## config.mk

```make
export PLATFORM = sky130hd
export DESIGN_NAME = fdlx_ctrl
export DESIGN_NICKNAME = d
export VERILOG_FILES = /design/src/rtl/fdlx_pkg.sv /design/src/rtl/fdlx_ctrl.sv
export SDC_FILE = /design/constraint.sdc
export NUM_CORES = 1
export LEC_CHECK = 0
export BUFFER_PORTS_ARGS = -buffer_cell sky130_fd_sc_hd__buf_2
export CAP_MARGIN = 30
export CORE_AREA = 3 3 40 42
export CTS_CLUSTER_DIAMETER = 150
export DETAILED_ROUTE_END_ITERATION = 6
export DIE_AREA = 0 0 43 45
export GPL_TIMING_DRIVEN = 0
export MAX_ROUTING_LAYER = met4
export PLACE_DENSITY = 0.57
export SLEW_MARGIN = 0
export SYNTH_ARGS = -nofsm -noshare
export SYNTH_HDL_FRONTEND = slang
export SYNTH_SLANG_ARGS = --single-unit
```

## constraint.sdc

```tcl
create_clock -name clk -period 1.1 [get_ports clk]
set_input_delay 0.11 -clock clk [delete_from_list [all_inputs] [get_ports clk]]
set_output_delay 0.11 -clock clk [all_outputs]
set_load 0.01 [all_outputs]
```

## src/rtl/fdlx_pkg.sv

```systemverilog
// ----------------------------------------------------------------------------
// fdlx_pkg
// Shared widths, constants and controller/datapath interface types for the
// stereo feedback delay line with crossfade.
// ----------------------------------------------------------------------------
package fdlx_pkg;

  localparam int DEPTH_DEFAULT       = 65536;
  localparam int SAMPLE_BITS_DEFAULT = 24;

  // Port field widths
  localparam int SAMPLE_W = 24;
  localparam int GAIN_W   = 19;
  localparam int WEIGHT_W = 17;
  localparam int DELAY_W  = 17;
  localparam int SPREAD_W = 17;
  localparam int SIZE_W   = 17;

  // Configuration port
  localparam int ADDR_W = 3;
  localparam int DATA_W = 32;
  localparam logic REG_DELAY_SIZE = 1'b0;
  localparam logic REG_STEREO     = 1'b1;

  // Fixed-point constants
  localparam int Q_ONE    = 65536;
  localparam int Q_HALF   = 32768;
  localparam int TAP_STEP = 4;

  typedef struct packed {
    logic clear_wr;
    logic load_in;
    logic tap_mul;
    logic tap_upd;
    logic rd_en;
    logic mix;
    logic ysat;
    logic fbm;
    logic wb;
    logic byp_out;
  } cmd_t;

  typedef struct packed {
    logic clear_last;
    logic bypass;
  } status_t;

endpackage

```

## src/rtl/fdlx_ctrl.sv

```systemverilog
// ----------------------------------------------------------------------------
// fdlx_ctrl
// Sequencer: clearing pass after reset, then one request at a time through
// tap update on retime, tap read, crossfade, feedback, write-back; or bypass.
// ----------------------------------------------------------------------------
module fdlx_ctrl (
  input  logic              clk,
  input  logic              rst,
  input  logic              in_valid,
  input  logic              retime,
  output logic              in_ready,
  output logic              out_valid,
  input  logic              out_ready,
  input  fdlx_pkg::status_t status,
  output fdlx_pkg::cmd_t    cmd
);

  localparam logic [3:0] S_CLEAR = 4'd0;
  localparam logic [3:0] S_IDLE  = 4'd1;
  localparam logic [3:0] S_BYP   = 4'd2;
  localparam logic [3:0] S_MUL   = 4'd3;
  localparam logic [3:0] S_TAP   = 4'd4;
  localparam logic [3:0] S_MIX   = 4'd5;
  localparam logic [3:0] S_YSAT  = 4'd6;
  localparam logic [3:0] S_FBM   = 4'd7;
  localparam logic [3:0] S_WB    = 4'd8;

  logic [3:0] state;
  logic [3:0] state_next;
  logic       out_free;

  assign out_free = !out_valid || out_ready;

  always_comb begin
    cmd        = '0;
    in_ready   = 1'b0;
    state_next = state;
    unique case (state)
      S_CLEAR: begin
        cmd.clear_wr = 1'b1;
        if (status.clear_last) state_next = S_IDLE;
      end
      S_IDLE: begin
        in_ready   = 1'b1;
        // keep reading at the current taps so a plain request can skip ahead
        cmd.rd_en  = 1'b1;
        if (in_valid) begin
          cmd.load_in = 1'b1;
          if (status.bypass)  state_next = S_BYP;
          else if (retime)    state_next = S_MUL;
          else                state_next = S_MIX;
        end
      end
      S_BYP: begin
        if (out_free) begin
          cmd.byp_out = 1'b1;
          state_next  = S_IDLE;
        end
      end
      S_MUL: begin
        cmd.tap_mul = 1'b1;
        state_next  = S_TAP;
      end
      S_TAP: begin
        cmd.tap_upd = 1'b1;
        cmd.rd_en   = 1'b1;
        state_next  = S_MIX;
      end
      S_MIX: begin
        cmd.mix    = 1'b1;
        state_next = S_YSAT;
      end
      S_YSAT: begin
        cmd.ysat   = 1'b1;
        state_next = S_FBM;
      end
      S_FBM: begin
        cmd.fbm    = 1'b1;
        state_next = S_WB;
      end
      S_WB: begin
        // hold until the output register is free
        if (out_free) begin
          cmd.wb     = 1'b1;
          state_next = S_IDLE;
        end
      end
      default: state_next = S_IDLE;
    endcase
  end

  always_ff @(posedge clk) begin
    if (rst) begin
      state     <= S_CLEAR;
      out_valid <= 1'b0;
    end else begin
      state <= state_next;
      if (cmd.wb || cmd.byp_out) begin
        out_valid <= 1'b1;
      end else if (out_ready) begin
        out_valid <= 1'b0;
      end
    end
  end

  a_reset_clears: assert property (@(posedge clk) rst |=> state == S_CLEAR)
    else $error("clearing pass not started after reset");

  a_no_overwrite: assert property (@(posedge clk) disable iff (rst)
    (cmd.wb || cmd.byp_out) |-> (!out_valid || out_ready))
    else $error("result register loaded while holding an untaken result");

  a_retime_path: assert property (@(posedge clk) disable iff (rst)
    (in_valid && in_ready && !status.bypass && retime) |=> state == S_MUL)
    else $error("retime request skipped the tap update");

  a_wb_done: assert property (@(posedge clk) disable iff (rst)
    (state == S_WB && out_free) |=> (out_valid && state == S_IDLE))
    else $error("write-back did not deliver a result");

  a_clear_exclusive: assert property (@(posedge clk) disable iff (rst)
    cmd.clear_wr |-> !(cmd.wb || cmd.load_in))
    else $error("store write or request accepted during clearing pass");

endmodule

```

==> flow_summary.json, run 1 <==
{
  "finClkSkew_ps": 3.24,
  "syn_area_um2": 424,
  "cts_tree": "yes",
  "path_clk_slew_ps": 40,
  "violations": "negative setup slack",
  "finalCriticalPeriod_ps": 1390,
  "cts_made_buffers": 3,
  "start_kind": "flip-flop",
  "worstSetupPathType": "flip-flop to output port",
  "antenna_found_initial": 0,
  "hold_buffers": 0,
  "synthToLayoutAreaGrowth_pct": 95.0,
  "synthesis.nets": 56,
  "crit_family": "simple AND/OR/NAND/NOR gates",
  "drive_gt1_share_pct": 78.0,
  "synth_cell_types": 29,
  "min_path_type": "input pin to flip-flop",
  "vias_per_cell": 5.10,
  "maxSlewHeadroom_pct": 78.9,
  "cts_sinks": 5,
  "crit_buf_inv": 2,
  "power_uw": 677,
  "slowest_delay_ps": 350,
  "ctsHtreeMaxLevel": 1,
  "vias": 495,
  "grt_max_degree": 11,
  "yosysSeqAreaShare_pct": 23.6,
  "endpoint_kind": "output port",
  "cts_root_buf": "clkbuf_4",
  "drv_cap": 0,
  "grt_setup_unrepaired": "yes",
  "wl_per_cell_um": 13.3,
  "worstPathCellList": "or2b_4 > or2_4 > inv_2 > buf_6",
  "grt_pass1_vias": 449,
  "antenna_cells": 0,
  "crit_fanout": 4,
  "fp.dieH_um": 45,
  "first_iter_violations": 3,
  "vdd_drop_max_uv": 824,
  "syn_area_per_cell_um2": 8.66,
  "tns_ps": -2750,
  "die_w_um": 43,
  "port_buffers": 18,
  "grt_use_total_pct": 13.6,
  "dieArea_mm2": 0.00194,
  "maxSlewViolCount": 0,
  "setup_ws_ps": -290,
  "first_pass_iters": 2,
  "max_freq_mhz": 719,
  "rows": 13,
  "cp_data_required_time_ps": 990,
  "place_inst": 82,
  "clk_latency_ps": 240,
  "grt_pass1_wl_mm": 1.85,
  "dp_hpwl_um": 766,
  "period_share_pct": 126,
  "worst_pin_slew_ps": 314,
  "cp_data_arrival_time_ps": 1280,
  "finalNonFillerCells": 97,
  "core_area_mm2": 0.00128,
  "ys.warnings.count": 0,
  "finalSetupViolations": 16,
  "drc": 0,
  "route.antenna.remaining_nets": 0,
  "gr-total-overflow": 0,
  "fillers": 108,
  "netlist_instances": 49,
  "io_pins": 19,
  "outcome": "complete, but fails checks",
  "synth-seq-cells": 5,
  "cts_max_path_buffers": 2,
  "critPathSlowestCell": "dfxtp_4",
  "finalHoldViolCount": 0,
  "finalNetCount": 90,
  "initial_core_util_pct": 33.0,
  "gp_congestion": 0.713,
  "p_leak_nw": 0.351,
  "power_density_mw_per_mm2": 818,
  "drt-total-wl_mm": 1.29
}
layout make-up:
type                            count  area [um2]  share of cell area (%)
Multi-Input combinational cell     38         397                    48.0
Tap cell                           15        18.8                    2.27
Buffer                              3        41.3                    4.99
Timing Repair Buffer               30         224                    27.1
Clock buffer                        4        26.3                    3.18
Sequential cell                     5         113                    13.6
Inverter                            2        7.51                   0.908
synth_stat cells (all sizes together):
library cell / n / area share, %
nand4b: 1 / 2.1
or3: 1 / 1.5
o21a: 1 / 1.8
a21oi: 4 / 5.6
o31ai: 1 / 1.8
o2bb2ai: 1 / 2.1
xnor2: 2 / 4.1
nor2: 3 / 2.7
nor4: 3 / 4.4
buf: 4 / 11
and4b: 1 / 2.4
or2b: 1 / 2.7
and2b: 1 / 2.1
a211o: 1 / 2.1
or2: 1 / 2.1
a311oi: 1 / 3.5
a2111oi: 1 / 2.4
o21bai: 1 / 1.8
nor3: 4 / 5.9
nor2b: 1 / 1.5
nand3b: 1 / 1.8
dfxtp: 5 / 24
mux2i: 1 / 2.4
nand2: 2 / 1.8
and2: 1 / 1.5
inv: 2 / 1.8
nand2b: 3 / 4.4
layer usage:
layer,track usage (%),part of all wire (%),vias up
li1,-,-,247
met1,14.5,38,230
met2,23.7,53,16
met3,7.57,7.5,2
met4,0,1.2,0
met5,-,0,-
cells in the final DEF (no fill, tap or decap), types with 2 or more instances in the layout:
cell / instances
buf_2: 16
nand2_1: 2
nand2b_4: 2
dfxtp_4: 3
a21oi_2: 3
nor4_4: 3
nor3_2: 2
buf_6: 6
clkbuf_4: 3
buf_4: 7
buf_8: 3
cell families (layout without fill, tap and decap cells):
kind of cell	Yosys count	after routing	share of synthesized area, %
and+or+nand+nor	24	24	36.6
AOI/OAI and AO/OA	11	11	20.9
buffers and inverters	6	39	12.4
DFF	5	5	23.6
xor gates and xnor gates	2	2	4.13
muxes	1	1	2.36
per-stage QoR:
stage | util (%) | setup WS (ps) | hold slack (ps) | area, um2
detailed placement | 42.6 | -193 | 350 | 548
finish | 64.4 | -290 | 111 | 827
CTS | 53.4 | -316 | 87.2 | 686
global route | 64.4 | -348 | 103 | 827
global placement | 42.6 | -187 | 353 | 548
floorplan | - | -65.9 | 172 | 439
worst reg2reg max path: stages (launching register included):
cell	delay (ps)
dfxtp_4	350
buf_4	130
mux2i_1	110
a211o_1	300
a311oi_2	260
sequential cells by signal, summed over array words and instances, names as in the netlist:
register,flops
state,4
out_valid,1
worst paths after layout:
path,start,endpoint,slack (ps),cells past startpoint
max,state[0],cmd[2],-290,4
min,rst,out_valid,110,2
max reg2reg,state[0],state[2],-140,4
min reg2reg,state[2],state[1],600,2
power by group:
group          internal (mW)  switching [mW]  total [mW]
combinational          0.145           0.121       0.265
sequential             0.188          0.0124       0.201
clock                  0.137          0.0737       0.211
total                  0.470           0.207       0.677
repair_timing:
action / CTS / global route
endpoints found under the setup margin: 15 / 16
setup buffers: 5 / 8
pin swaps: 8 / 10
resized for setup: 19 / 18
(Power assumes the default switching activity.)
==> inputs of run 2 (changes only) <==
--- a/config.mk
+++ b/config.mk
@@ -13,7 +13,7 @@
 export DIE_AREA = 0 0 43 45
 export GPL_TIMING_DRIVEN = 0
 export MAX_ROUTING_LAYER = met4
-export PLACE_DENSITY = 0.57
+export PLACE_DENSITY = 0.68
 export SLEW_MARGIN = 0
 export SYNTH_ARGS = -nofsm -noshare
 export SYNTH_HDL_FRONTEND = slang
==> run 2 against run 1 <==
- the flow still finishes with violations (negative setup slack)
- first-iteration DRC count up 67%
- via count grew 5.1%
- sequential share of layout area is 0.66 points lower
- fmax is 1.1% lower
- worst hold slack worse by 2.8 ps
- power rose by 2.9%
- clock skew shrank 1.1 ps
- register-to-register slack hardly changed
- critical path type unchanged
- clock power about the same
- largest cell class unchanged
- non-clock buffer count is 7 higher
==> flow_summary.json, run 2 (same netlist as run 1, synthesis figures left out) <==
{
  "outcome": "complete, but fails checks",
  "violations": "negative setup slack",
  "initial_core_util_pct": 33.0,
  "cts_sinks": 5,
  "most-common-layout-cells": "buf_2, buf_4, buf_6, buf_8, dfxtp_4",
  "ctsHtreeMaxLevel": 1,
  "maxSlewViolCount": 0,
  "rows": 13,
  "cts_max_path_buffers": 2,
  "reg_top3": "state x4, out_valid x1",
  "vias_per_cell": 5.00,
  "first_iter_violations": 5,
  "endpoint_kind": "output port",
  "regMostFlops": "state",
  "first_pass_iters": 4,
  "setup_ws_ps": -306,
  "grt_pass1_wl_mm": 2.03,
  "max_freq_mhz": 711,
  "drive_gt1_share_pct": 77.5,
  "clk_latency_ps": 240,
  "p_leak_nw": 0.402,
  "hold_buffers": 0,
  "core_area_mm2": 0.00128,
  "finalCriticalPeriod_ps": 1410,
  "worstSetupPathType": "flip-flop to output port",
  "grt_pass1_vias": 478,
  "final_common_cell": "buf_2",
  "grt_use_total_pct": 14.0,
  "largest_reg_flops": 4,
  "path_clk_slew_ps": 40,
  "vdd_drop_max_uv": 441,
  "placed_area_um2": 548,
  "power_density_mw_per_mm2": 784,
  "cp_data_required_time_ps": 990,
  "slowest_delay_ps": 360,
  "finalSetupViolations": 15,
  "port_buffers": 18,
  "wl_per_cell_um": 14.3,
  "holdWs_ps": 108,
  "gr-total-overflow": 0,
  "fillers": 103,
  "fp.dieH_um": 45,
  "route.antenna.remaining_nets": 0,
  "min_path_type": "input pin to flip-flop",
  "finalNonFillerCells": 104,
  "period_share_pct": 128,
  "worst_pin_slew_ps": 341,
  "critPathSlowestCell": "dfxtp_4",
  "reg2regPathDepth": 6,
  "place_inst": 82,
  "antenna_cells": 0,
  "die_w_um": 43,
  "cts_tree": "yes",
  "maxSlewHeadroom_pct": 77.1,
  "finalHoldViolCount": 0,
  "drv_cap": 0,
  "dp_hpwl_um": 791,
  "grt_max_degree": 11,
  "design_area_um2": 888,
  "worstPathCellList": "or2b_4 > or2_4 > inv_2 > buf_6",
  "gp_congestion": 0.781,
  "synthToLayoutAreaGrowth_pct": 109,
  "cp_data_arrival_time_ps": 1300,
  "power_uw": 696,
  "vias": 520,
  "grt_setup_unrepaired": "yes",
  "drc": 0,
  "crit_fanout": 5,
  "drt-total-wl_mm": 1.49,
  "dieArea_mm2": 0.00194,
  "final_util_pct": 69.1,
  "cts_made_buffers": 3,
  "finalNetCount": 97,
  "cts_root_buf": "clkbuf_4",
  "start_kind": "flip-flop",
  "io_pins": 19,
  "finClkSkew_ps": 2.13,
  "antenna_found_initial": 0,
  "hold_depth": 2
}
run 2: cell count changes in the layout (fill, tap and decap cells not counted), sizes merged:
cell,change
clkbuf,+1
buf,+6
run 2: path summary, 6_finish.rpt:
path	from	end	slack, ps
setup / recovery	state[0]	cmd[2]	-310
hold / removal	rst	state[3]	110
setup reg to reg	state[1]	state[2]	-150
hold reg to reg	out_valid	out_valid	550
run 2: final cells by class:
type / instances / area (um2) / area share [%]
buffer: 3 / 45.0 / 5.07
multi-input combinational: 38 / 390 / 43.9
tap: 15 / 18.8 / 2.11
clock buffer: 4 / 26.3 / 2.96
sequential: 5 / 115 / 13.0
timing repair buffer: 37 / 285 / 32.1
inverter: 2 / 7.51 / 0.845
run 2: repair_timing:
action / CTS / global route
gates resized for setup: 21 / 17
endpoints found under the setup margin: 14 / 16
setup buffers: 5 / 13
cloned: 0 / 1
pin swaps: 7 / 14
hold endpoints to repair: 0 / 0
run 2: through the flow:
step	setup TNS [ps]	setup WS, ps
floorplan	-207	-65.9
global placement	-466	-183
detailed placement	-542	-188
CTS	-3000	-318
global route	-3820	-361
finish	-3090	-306
run 2: routing by layer:
layer | up-vias | GRT usage (%) | share of wire (%)
li1 | 258 | - | -
met1 | 240 | 15.9 | 41
met2 | 20 | 23.7 | 52
met3 | 2 | 3.59 | 6.3
met4 | 0 | 5.42 | 0.67
met5 | - | - | 0
run 2: worst max-delay path, delay by kind of cell (launching register included):
kind | cells | cell delay (ps)
buf+inv | 2 | 140
flops | 1 | 360
simple gates | 2 | 560
run 2: power breakdown:
| part | total, mW | switching, mW | internal, mW |
|---|---|---|---|
| Sequential | 0.199 | 0.0133 | 0.186 |
| Combinational | 0.284 | 0.126 | 0.158 |
| Clock | 0.214 | 0.0763 | 0.137 |
==> inputs of run 3 (changes only) <==
--- a/config.mk
+++ b/config.mk
@@ -5,6 +5,7 @@
 export SDC_FILE = /design/constraint.sdc
 export NUM_CORES = 1
 export LEC_CHECK = 0
+export ABC_AREA = 1
 export BUFFER_PORTS_ARGS = -buffer_cell sky130_fd_sc_hd__buf_2
 export CAP_MARGIN = 30
 export CORE_AREA = 3 3 40 42
==> run 3 against run 2 <==
- the run still ends with negative setup slack left
- routed wire length decreased by 19%
- cell area decreased by 15%
- critical path depth increased by 3
- setup slack improved by 180 ps
- fmax increased by 15%
- sequential power increased by 100%
- register-to-register slack improved by 20 ps
==> flow_summary.json, run 3 <==
{
  "finalHoldViolCount": 0,
  "path_clk_slew_ps": 40,
  "synth_top_family_by_area": "simple AND/OR/NAND/NOR gates",
  "fillers": 111,
  "drv_cap": 0,
  "grt_max_degree": 7,
  "rows": 13,
  "cts_sinks": 5,
  "cts_tree": "yes",
  "wl_per_cell_um": 10.1,
  "vias_per_cell": 4.65,
  "finalCriticalPeriod_ps": 1230,
  "drt-total-wl_mm": 1.21,
  "first_iter_violations": 8,
  "design_area_um2": 751,
  "synthToLayoutAreaGrowth_pct": 74.4,
  "vdd_drop_max_uv": 1180,
  "worst_pin_slew_ps": 330,
  "cts_made_buffers": 3,
  "reg_top3": "state x4, out_valid x1",
  "grt_pass1_wl_mm": 1.88,
  "max_freq_mhz": 816,
  "finalSetupViolations": 15,
  "violations": "negative setup slack",
  "most-common-layout-cells": "buf_2, inv_1, nand2_1",
  "finalNetCount": 112,
  "port_buffers": 18,
  "period_share_pct": 111,
  "cts_root_buf": "clkbuf_4",
  "core_area_mm2": 0.00128,
  "drc": 0,
  "first_pass_iters": 4,
  "regMostFlops": "state",
  "maxSlewViolCount": 0,
  "route.antenna.remaining_nets": 0,
  "min_path_type": "input pin to flip-flop",
  "setup_ws_ps": -125,
  "cts_max_path_buffers": 2,
  "synth_top_area_share_pct": 23.3,
  "gp_congestion": 0.837,
  "synth_cell_types": 15,
  "synthesis.nets": 80,
  "holdWs_ps": 46.6,
  "hold_buffers": 0,
  "ctsHtreeMaxLevel": 1,
  "synth_area_leader_cell": "dfxtp_1",
  "gr-total-overflow": 0,
  "finalNonFillerCells": 119,
  "p_leak_nw": 0.428,
  "maxSlewHeadroom_pct": 78.0,
  "dp_hpwl_um": 773,
  "dieArea_mm2": 0.00194,
  "dominantRegCellSynth": "dfxtp_1",
  "synthTopCellsByArea": "dfxtp_1, inv_1, nand2_1",
  "io_pins": 19,
  "antenna_cells": 0,
  "synth_xor_area_share_pct": 0,
  "placed_area_um2": 539,
  "drive_gt1_share_pct": 65.4,
  "start_kind": "flip-flop",
  "endpoint_kind": "flip-flop",
  "place_inst": 106,
  "synth_commonest_cells": "inv_1, nand2_1, nor2_1, nand3_1, dfxtp_1",
  "power_mw": 1.87,
  "vias": 553,
  "synth-seq-cells": 5,
  "synth_edf_count": 0,
  "cp_data_required_time_ps": 1230,
  "yosys.cell_count.top_type": "inv_1",
  "fp.dieH_um": 45,
  "grt_setup_unrepaired": "yes",
  "netlist_instances": 73,
  "synthAdderAreaFrac_pct": 0,
  "grt_use_total_pct": 13.4,
  "final_common_cell": "buf_2",
  "initial_core_util_pct": 33.5,
  "ys.warnings.count": 0,
  "antenna_found_initial": 0,
  "synthSimpleGateAreaFrac_pct": 55.2,
  "synth_compound_area_share_pct": 5.81,
  "cp_data_arrival_time_ps": 1360,
  "largest_reg_flops": 4,
  "outcome": "complete, but fails checks",
  "muxShareOfSynthArea_pct": 0,
  "clk_latency_ps": 240,
  "grt_pass1_vias": 484,
  "crit_fanout": 6,
  "die_w_um": 43,
  "finClkSkew_ps": 5.87,
  "power_density_mw_per_mm2": 2490,
  "worstSetupPathType": "flip-flop to flip-flop",
  "syn_area_per_cell_um2": 5.90,
  "yosysSeqAreaShare_pct": 23.3,
  "synth-async-reset-ratio_pct": 0,
  "syn_area_um2": 430
}
run 3: changes by cell type after synthesis, moves of 4 or more:
cell	delta
nand2_1	+10
nor2_1	+8
nand3_1	+7
buf_6	-4
inv_1	+13
run 3: final timing paths:
check | cells after the start | startpoint | slack (ps) | end
min reg2reg | 2 | state[1] | 550 | state[1]
min | 2 | rst | 50 | state[0]
max reg2reg | 7 | state[2] | -130 | state[3]
max | 7 | state[2] | -130 | state[3]
run 3: worst max-delay path, stage by stage (launching register included):
cell     delay (ps)
dfxtp_4         360
nor2_4          200
nand2_2         100
buf_6           120
nand2_4          80
nand2_8          70
a21oi_2         130
nor2_1           50
run 3: layout make-up:
class,instances,area [um2],share of cell area (%)
Timing Repair Buffer,27,175,23.3
Clock buffer,4,26.3,3.50
Multi-Input combinational cell,50,345,46.0
Tap cell,15,18.8,2.50
Inverter,18,70.1,9.33
Sequential cell,5,115,15.3
run 3: repair_timing:
action                                  4_1_cts  5_1_grt
endpoints found under the setup margin       15       15
resized for setup                            33        6
buffers inserted                              7        2
pin swaps                                    12        5
run 3: metrics by stage:
step	setup slack [ps]	utilization [%]	setup TNS (ps)
finish	-125	58.4	-1370
global route	-205	58.4	-2360
CTS	-136	55.5	-1430
detailed placement	-119	42.0	-422
global placement	-93.8	42.0	-300
floorplan	7.75	-	0
run 3: power breakdown:
part / internal (mW) / switching, mW
sequential: 0.280 / 0.126
combinational: 0.535 / 0.718
clock: 0.137 / 0.0744
total: 0.951 / 0.918
run 3: kinds of logic after synthesis:
logic type	count (synthesis)
buf+inv	18
compound gates	5
flops	5
simple gates	45
run 3: metal layers:
layer	vias up	wire length, um	track usage (%)
met5	-	0	-
met4	0	6	5.42
met3	2	94	5.98
met2	18	610	21.9
met1	244	496	14.2
li1	289	-	-
